### config.mk
export PLATFORM = sky130hd
export DESIGN_NAME = atc_norm
export DESIGN_NICKNAME = d
export VERILOG_FILES = /design/src/hdl/atc_pkg.sv /design/src/hdl/atc_norm.sv
export SDC_FILE = /design/constraint.sdc
export NUM_CORES = 2
export LEC_CHECK = 0
export BUFFER_PORTS_ARGS = -buffer_cell sky130_fd_sc_hd__buf_4
export CORE_MARGIN = 4
export CORE_UTILIZATION = 57
export CTS_CLUSTER_SIZE = 12
export DETAILED_ROUTE_END_ITERATION = 8
export PLACE_DENSITY = 0.76
export SLEW_MARGIN = 40
export SYNTH_ARGS = -nofsm -noshare
export SYNTH_HDL_FRONTEND = slang
export SYNTH_SLANG_ARGS = --single-unit
### constraint.sdc
create_clock -name clock -period 3.3 [get_ports clock]
set_input_delay 0 -clock clock [delete_from_list [all_inputs] [get_ports clock]]
set_output_delay 0 -clock clock [all_outputs]
set_load 0.05 [all_outputs]
### src/hdl/atc_pkg.sv
`default_nettype none
// ----------------------------------------------------------------------------
// atc_pkg: shared types and constants of the accelerometer tilt calibrator
// Holds the fixed field widths, register index codes, reset values, and the
// CORDIC arctangent table used by the calibration and angle pipelines.
// ----------------------------------------------------------------------------
package atc_pkg;

   localparam int DEF_SAMPLE_BITS  = 16;
   localparam int DEF_ANGLE_STAGES = 16;

   // Calibrated axis format, Q2.13.
   localparam int NORM_W     = 16;
   localparam int NORM_SHIFT = 13;
   localparam int NORM_HALF  = 2 ** (NORM_W - 1);
   localparam int NORM_MAX   = NORM_HALF - 1;

   // Normalizer latency: input stage, magnitude stage, NORM_W + 1 quotient
   // steps and the saturation stage.
   localparam int NORM_LAT = NORM_W + 4;

   // Magnitude path: square, sum and one root bit per step.
   localparam int SQ_W       = 2 * NORM_W;
   localparam int SQRT_STEPS = NORM_W;
   localparam int SQ_LAT     = SQRT_STEPS + 2;

   // CORDIC formats.
   localparam int CIN_W        = NORM_W + 2;
   localparam int GAIN_SHIFT   = 24;
   localparam int CORDIC_W     = 44;
   localparam int ANG_W        = 33;
   localparam int ANGLE_DROP   = 16;
   localparam int ARC_LEN      = 24;
   localparam int QUARTER_TURN = 754974720;

   localparam int PITCH_W     = 16;
   localparam int ROLL_W      = 15;
   localparam int PITCH_LIMIT = 23040;
   localparam int ROLL_LIMIT  = 11520;

   // Configuration registers.
   localparam int CSR_INDEX_W   = 3;
   localparam int REF_NEG_RESET = -16384;
   localparam int REF_POS_RESET = 16384;

   typedef enum logic [CSR_INDEX_W-1:0] {
      CSR_X_NEG = 3'd0,
      CSR_X_POS = 3'd1,
      CSR_Y_NEG = 3'd2,
      CSR_Y_POS = 3'd3,
      CSR_Z_NEG = 3'd4,
      CSR_Z_POS = 3'd5
   } csr_index_type;

   typedef struct packed {
      logic signed [NORM_W-1:0] x;
      logic signed [NORM_W-1:0] y;
      logic signed [NORM_W-1:0] z;
      logic                     fault;
   } norm_set_type;

   // atan(2^-i) in units of 2^-23 degree.
   function automatic logic signed [ANG_W-1:0] arc_angle(input int idx);
      logic signed [ANG_W-1:0] a;
      case (idx)
         0:  a = ANG_W'(377487360);
         1:  a = ANG_W'(222843801);
         2:  a = ANG_W'(117744544);
         3:  a = ANG_W'(59768969);
         4:  a = ANG_W'(30000467);
         5:  a = ANG_W'(15014858);
         6:  a = ANG_W'(7509261);
         7:  a = ANG_W'(3754860);
         8:  a = ANG_W'(1877459);
         9:  a = ANG_W'(938733);
         10: a = ANG_W'(469367);
         11: a = ANG_W'(234683);
         12: a = ANG_W'(117342);
         13: a = ANG_W'(58671);
         14: a = ANG_W'(29335);
         15: a = ANG_W'(14668);
         16: a = ANG_W'(7334);
         17: a = ANG_W'(3667);
         18: a = ANG_W'(1833);
         19: a = ANG_W'(917);
         20: a = ANG_W'(458);
         21: a = ANG_W'(229);
         22: a = ANG_W'(115);
         23: a = ANG_W'(57);
         default: a = '0;
      endcase
      return a;
   endfunction

endpackage
`default_nettype wire

### src/hdl/atc_norm.sv
`default_nettype none
// ----------------------------------------------------------------------------
// atc_norm: two-point calibration of one axis
// Computes round((2*raw - neg - pos) * 8192 / (pos - neg)) with a restoring
// divider that resolves one quotient bit per stage, then saturates to Q2.13.
// ----------------------------------------------------------------------------
module atc_norm import atc_pkg::*; #(
   parameter int REF_W = DEF_SAMPLE_BITS
) (
   input  wire                      clock,
   input  wire                      reset,
   input  wire                      in_valid,
   input  wire  signed [REF_W-1:0]  raw,
   input  wire  signed [REF_W-1:0]  neg_ref,
   input  wire  signed [REF_W-1:0]  pos_ref,
   output logic                     out_valid,
   output logic signed [NORM_W-1:0] norm,
   output logic                     fault
);

   localparam int D_W   = REF_W + 2;
   localparam int DEN_W = REF_W + 1;
   localparam int N_W   = REF_W + 17;
   localparam int REM_W = REF_W + 18;
   localparam int Q_W   = NORM_W + 1;
   localparam int STEPS = Q_W;

   logic signed [D_W-1:0]   diff_ff;
   logic signed [DEN_W-1:0] den_ff;
   logic                    v0_ff;

   logic [D_W-1:0]   mag_d;
   logic [DEN_W-1:0] mag_den;

   logic [REM_W-1:0] rem_ff [0:STEPS];
   logic [Q_W-1:0]   quo_ff [0:STEPS];
   logic [DEN_W-1:0] dvs_ff [0:STEPS];
   logic             neg_ff [0:STEPS];
   logic             flt_ff [0:STEPS];
   logic             vld_ff [0:STEPS];

   logic [Q_W-1:0]    q_fin;
   logic [NORM_W-1:0] norm_in;
   logic [NORM_W-1:0] norm_ff;
   logic              fault_ff;
   logic              out_valid_ff;

   // Stage 0: signed numerator and denominator.
   always_ff @(posedge clock) begin
      diff_ff <= (D_W'(raw) <<< 1) - D_W'(neg_ref) - D_W'(pos_ref);
      den_ff  <= DEN_W'(pos_ref) - DEN_W'(neg_ref);
      if (reset) begin
         v0_ff <= 1'b0;
      end else begin
         v0_ff <= in_valid;
      end
   end

   // Stage 1: magnitudes; the dividend carries the rounding half.
   assign mag_d   = diff_ff[D_W-1] ? D_W'(-diff_ff) : D_W'(diff_ff);
   assign mag_den = den_ff[DEN_W-1] ? DEN_W'(-den_ff) : DEN_W'(den_ff);

   always_ff @(posedge clock) begin
      rem_ff[0] <= (REM_W'(mag_d) << (NORM_SHIFT + 1)) + REM_W'(mag_den);
      quo_ff[0] <= '0;
      dvs_ff[0] <= mag_den;
      neg_ff[0] <= diff_ff[D_W-1] ^ den_ff[DEN_W-1];
      flt_ff[0] <= (den_ff == '0);
      if (reset) begin
         vld_ff[0] <= 1'b0;
      end else begin
         vld_ff[0] <= v0_ff;
      end
   end

   // One quotient bit per stage, most significant first; the divisor is
   // twice the denominator magnitude.
   for (genvar k = 0; k < STEPS; k++) begin : g_step
      logic [REM_W-1:0] shifted;
      logic             ge;
      assign shifted = REM_W'(dvs_ff[k]) << (STEPS - k);
      assign ge      = (rem_ff[k] >= shifted);
      always_ff @(posedge clock) begin
         rem_ff[k+1] <= ge ? (rem_ff[k] - shifted) : rem_ff[k];
         quo_ff[k+1] <= {quo_ff[k][Q_W-2:0], ge};
         dvs_ff[k+1] <= dvs_ff[k];
         neg_ff[k+1] <= neg_ff[k];
         flt_ff[k+1] <= flt_ff[k];
         if (reset) begin
            vld_ff[k+1] <= 1'b0;
         end else begin
            vld_ff[k+1] <= vld_ff[k];
         end
      end
   end

   // Sign and saturation.
   assign q_fin = quo_ff[STEPS];
   always_comb begin
      if (flt_ff[STEPS]) begin
         norm_in = '0;
      end else if (neg_ff[STEPS]) begin
         if (q_fin >= Q_W'(NORM_HALF)) begin
            norm_in = NORM_W'(NORM_HALF);
         end else begin
            norm_in = NORM_W'(0) - q_fin[NORM_W-1:0];
         end
      end else begin
         if (q_fin >= Q_W'(NORM_MAX)) begin
            norm_in = NORM_W'(NORM_MAX);
         end else begin
            norm_in = q_fin[NORM_W-1:0];
         end
      end
   end

   always_ff @(posedge clock) begin
      norm_ff  <= norm_in;
      fault_ff <= flt_ff[STEPS];
      if (reset) begin
         out_valid_ff <= 1'b0;
      end else begin
         out_valid_ff <= vld_ff[STEPS];
      end
   end

   assign norm      = norm_ff;
   assign fault     = fault_ff;
   assign out_valid = out_valid_ff;

endmodule
`default_nettype wire

# ---- After elaboration in Yosys (flattened, before gate mapping)
# Memory sizes are Yosys's and may differ from the RTL's. A register that Yosys moved wholly into a read port is not among the register bits.
# Index checks and enable logic that the tools add are counted.
dict set report word_totals {
  regBits 53
  latch_bits 0
  mem_bits_rw 1278
  rom_bits 0
  input_bits 51
  word_cells 117
  mem_count 6
}
# memory words word_bits rd rd_ports_with_merged_regs wr line_no
set memory_table {}
lappend memory_table {rem_ff 18 34 17 0 18 atc_norm.sv:35} ;# logic [REM_W-1:0] rem_ff [0:STEPS];
lappend memory_table {dvs_ff 18 17 17 0 18 atc_norm.sv:37} ;# logic [DEN_W-1:0] dvs_ff [0:STEPS];
lappend memory_table {quo_ff 18 17 18 0 18 atc_norm.sv:36} ;# logic [Q_W-1:0] quo_ff [0:STEPS];
lappend memory_table {flt_ff 18 1 18 0 18 atc_norm.sv:39} ;# logic flt_ff [0:STEPS];
lappend memory_table {neg_ff 18 1 18 0 18 atc_norm.sv:38} ;# logic neg_ff [0:STEPS];
lappend memory_table {vld_ff 18 1 18 1 18 atc_norm.sv:40} ;# logic vld_ff [0:STEPS];
dict set report classes {
  add_sub_neg 24
  multipliers 0
  n_div 0
  n_lt_le_gt_ge 19
  n_eq_ne 0
  shift 0
  muxes 43
  bitwise_logic 19
  n_reduce_logical 1
}
# cell n
set op_table {}
lappend op_table {{34-bit two-way mux} 17}
lappend op_table {{16-bit two-way mux} 3}
lappend op_table {{34-bit by 18-bit greater-or-equal comparator with 1-bit output} 1}
lappend op_table {{34-bit by 19-bit greater-or-equal comparator with 1-bit output} 1}
lappend op_table {{34-bit by 20-bit greater-or-equal comparator with 1-bit output} 1}
lappend op_table {{34-bit by 21-bit greater-or-equal comparator with 1-bit output} 1}
lappend op_table {{34-bit by 22-bit greater-or-equal comparator with 1-bit output} 1}
lappend op_table {{34-bit by 23-bit greater-or-equal comparator with 1-bit output} 1}
lappend op_table {{34-bit by 24-bit greater-or-equal comparator with 1-bit output} 1}
lappend op_table {{34-bit by 25-bit greater-or-equal comparator with 1-bit output} 1}
lappend op_table {{34-bit by 26-bit greater-or-equal comparator with 1-bit output} 1}
lappend op_table {{34-bit by 27-bit greater-or-equal comparator with 1-bit output} 1}
lappend op_table {{34-bit by 28-bit greater-or-equal comparator with 1-bit output} 1}
lappend op_table {{34-bit by 29-bit greater-or-equal comparator with 1-bit output} 1}
lappend op_table {{34-bit by 30-bit greater-or-equal comparator with 1-bit output} 1}
lappend op_table {{34-bit by 31-bit greater-or-equal comparator with 1-bit output} 1}
lappend op_table {{34-bit by 32-bit greater-or-equal comparator with 1-bit output} 1}
lappend op_table {{34-bit by 33-bit greater-or-equal comparator with 1-bit output} 1}
lappend op_table {{34-bit greater-or-equal comparator} 1}
lappend op_table {{34-bit by 18-bit subtractor with 34-bit output} 1}
lappend op_table {{34-bit by 19-bit subtractor with 34-bit output} 1}
lappend op_table {{34-bit by 20-bit subtractor with 34-bit output} 1}
lappend op_table {{34-bit by 21-bit subtractor with 34-bit output} 1}
lappend op_table {{34-bit by 22-bit subtractor with 34-bit output} 1}
lappend op_table {{27 further kinds} 64}

# ---- Longest topological paths before layout
# An unclocked memory read counts as a cell.
dict set report logic_depth {
  ltp_word 4
  depth_mapped 14
  mapped_depth_nobuf 13
}

# ---- Worst setup path before layout
# OpenSTA, ideal clock, no wires.
dict set report synth_path {
  kind {reg-to-reg}
  from {register den_ff[9]}
  to {memory rem_ff[0][25] (netlist bit)}
  setup_ps 72
  arrival_ps 3069
  t_required_ps 3228
  setup_slack_ps 159
  stages_incl_launch_ff 11
  path_buffers 0
  synth_period_minus_slack_ps 3141
  path_cell_list {dfxtp_1 or4_1 or4_1 or3_1 nor4b_1 ha_1 a21o_1 and2_1 a41o_1 o21ai_0 xnor2_1}
}
# element line_no
set synth_rtl {}
lappend synth_rtl {{from (decl)} atc_norm.sv:29} ;# logic signed [DEN_W-1:0] den_ff;
lappend synth_rtl {{from (signal assigned)} atc_norm.sv:51} ;# den_ff <= DEN_W'(pos_ref) - DEN_W'(neg_ref);
lappend synth_rtl {{to (decl)} atc_norm.sv:35}

==> reports/summary.txt <==
Post-DRT Antenna Nets - 0
Initial core utilization - 57.77%
Drt drc - 1
Clock-pin slew on the worst setup and hold paths - 60 ps
Sequential area share after synthesis - 44.86%
Worst hold start - pos_ref[5]
RSZ-0062 raised after global routing - true
Core Rows - 100
Syn_nets - 4997
Crit path arrival time - 3810 ps
Failing checks - design-rule violations
Synth async-reset ratio - 0%
Crit path capture type - flop
WHS Endpoint - diff_ff[6]
Number of vias per cell - 5.629
Total number of vias - 32668
Worst slew margin - 46.31%
R2R depth - 13
Syn. warnings - 0
Final net count - 5217
R2R Setup Slk - 20 ps
Max Freq - 305.0 MHz
Initial DRC count - 2099
Die ar. - 80170 µm²
CTS tree - done
HP Class - primary input to flop
H-tree lvl count - 3
Port Buf Inserts - 68
Highest-count cells in the layout ignoring fill and taps - dfxtp_1 (965), inv_1 (398), ha_1 (341)
Root buffer cell - clkbuf_16
Largest cells by area after synthesis - dfxtp_1 (45%), ha_1 (10%), xnor2_1 (4.5%)
Inserted Clock Buffers - 96
Layout cell share with drive strength beyond 1 - 8.873%
Cell Chain, Critical Path - inv_2 -> ha_4 -> inv_2 -> fa_2 -> a211oi_2 -> o211ai_1 -> and4bb_2 -> or3b_4 -> a311oi_4 -> or4_4 -> or2_4 -> nor2b_4 -> a41oi_1
Max-Cap Viols - 0
Measured slew at the worst slew-check pin - 803.3 ps
# IOs - 69
Crit path from - rem_ff[15][2]
Crit path max-delay family - simple AND/OR/NAND/NOR gates
Area grow syn2layout - 13.32%
Fin. Hold Viols - 0
Worst-path fanout max - 5
First-pass GRT wire length - 159500 µm
Reg2reg end - rem_ff[16][25]
Crit path largest cell delay - 440 ps
#FFs+latches synth - 967
Die X - 283.1 µm
Largest area contributor in the netlist - dfxtp_1
Hold WS - 38.80 ps
Final setup TNS - 0 ps
Pre-antenna DRT Iters - 8
Number of synthesized flops with an enable pin - 0
Final setup fails - 0
Worst-Skew Late Latency - 670 ps
Worst Path Required - 3830 ps
Core Box Area - 74700 µm²
Chip Height - 283.1 µm
HPWL Detailed - 71250 µm
Worst hold stages - 5
Diode count - 0
Cell repeated most along the worst path - inv_2
Vias in the first global route - 32141
Outcome - finished with violations
Overflow after GRT - 0
Top_reg_cell synth - dfxtp_1
Post-synthesis cell type count - 87
Startpoint Class - flop
Bufs and invs on worst path - 2
Commonest non-fill, non-tap cell in the layout - dfxtp_1
Critical Setup Path Class - flop to flop
Final min period - 3279 ps
Largest net degree at the start of global routing - 42
Num Clock Sinks - 967
Cells after Synth - 4568
Share of the cycle needed by the critical path after routing - 99.36%
# fillers - 5844
Final Routed Wirelength - 98690 µm
Post-synth top area share - 44.86%
Mapped Area - 43150 µm²
GRT Total Usage - 23.73%
R2r startpoint - rem_ff[15][2]
Core Util, Final - 65.47%
Clock Skew - 37.23 ps
Max Transition Viols Final - 0
GP Congestion - 0.9093
CP max stage cell - a311oi_4
Initial antenna violation count - 1
Avg Inst Size Synth - 9.447 µm²
Wire per inst - 17.00 µm
Max clock buf depth - 3
-- cells by family after synthesis --
group	share of synthesized area, %
DFF	44.86
and+or+nand+nor	14.26
other	0.008690
adders and majority gates	11.55
buffers and inverters	4.288
muxes	2.227
xor gates and xnor gates	7.997
AOI/OAI and AO/OA	14.80
-- what timing repair did --
action | in CTS | in global routing
setup buffers | 1 | 9
gates resized for setup | 4 | 43
cloned | 0 | 1
setup endpoints to repair | 42 | 54
hold endpoints to repair | 55 | 0
pin swaps | 2 | 22
hold buffers | 65 | 0
-- Yosys cell counts (58+ instances only) --
cell type    n
a21o_1     114
nand2_1    284
nor2b_1     74
nor3_1     108
nand3_1     74
nor4_1      58
xnor2_1    222
xor2_1     172
inv_1      400
ha_1       344
clkbuf_1    64
a21oi_1    322
dfxtp_1    967
nor2_1     330
o21ai_0    249
mux2_2      80
-- worst max path at each step --
stage	end	slack, ps	cells past startpoint
final	rem_ff[16][25]	20	13
after floorplan	rem_ff[0][25]	160	10
after global routing	rem_ff[16][25]	-90	13
after CTS	rem_ff[16][3]	20	11
after global placement	rem_ff[13][24]	-290	11
after detailed placement	rem_ff[13][24]	-300	11
-- worst min-delay path: stages --
cell     delay [ps]
buf_4           120
inv_1            80
fa_1            180
ha_1            200
xnor2_1          90
-- final cells by class --
type / count / area [µm²] / area share [%]
Clock buffer: 130 / 2630 / 5.378
Timing Repair Buffer: 207 / 1770 / 3.620
Multi-Input combinational cell: 3114 / 22180 / 45.35
Tap cell: 969 / 1212 / 2.479
Inverter: 402 / 1509 / 3.086
Sequential cell: 967 / 19360 / 39.59
Clock inverter: 15 / 242.7 / 0.4964
-- state kept, by name, indices dropped and copies added (netlist names) --
| register | cells |
|---|---|
| rem_ff | 549 |
| dvs_ff | 157 |
| quo_ff | 153 |
| diff_ff | 18 |
| flt_ff | 18 |
| neg_ff | 18 |
| vld_ff | 18 |
| den_ff | 17 |
| norm | 16 |
| fault | 1 |
| out_valid | 1 |
| v0_ff | 1 |
-- per-stage QoR --
| step | area, µm² | worst slack, ps | cells |
|---|---|---|---|
| 2_1_floorplan | 43150 | 158.5 | 4568 |
| 3_3_place_gp | 45070 | -288.0 | 5583 |
| 3_5_place_dp | 45070 | -301.4 | 5583 |
| 4_1_cts | 48630 | 24.36 | 5794 |
| 5_1_grt | 48900 | -90.62 | 5804 |
| 6_report | 48900 | 21.00 | 5804 |
-- layer usage --
metal | vias to the layer above | routed length [µm] | GRT usage [%]
li1 | 16211 | - | -
met1 | 15302 | 43480 | 30.51
met2 | 887 | 46740 | 40.55
met3 | 266 | 4703 | 3.328
met4 | 2 | 3769 | 9.352
met5 | - | 8 | 0
Power is left out: the tool's default activity adds up to more than one toggle a clock period on the data nets, which glitch-free logic cannot reach.
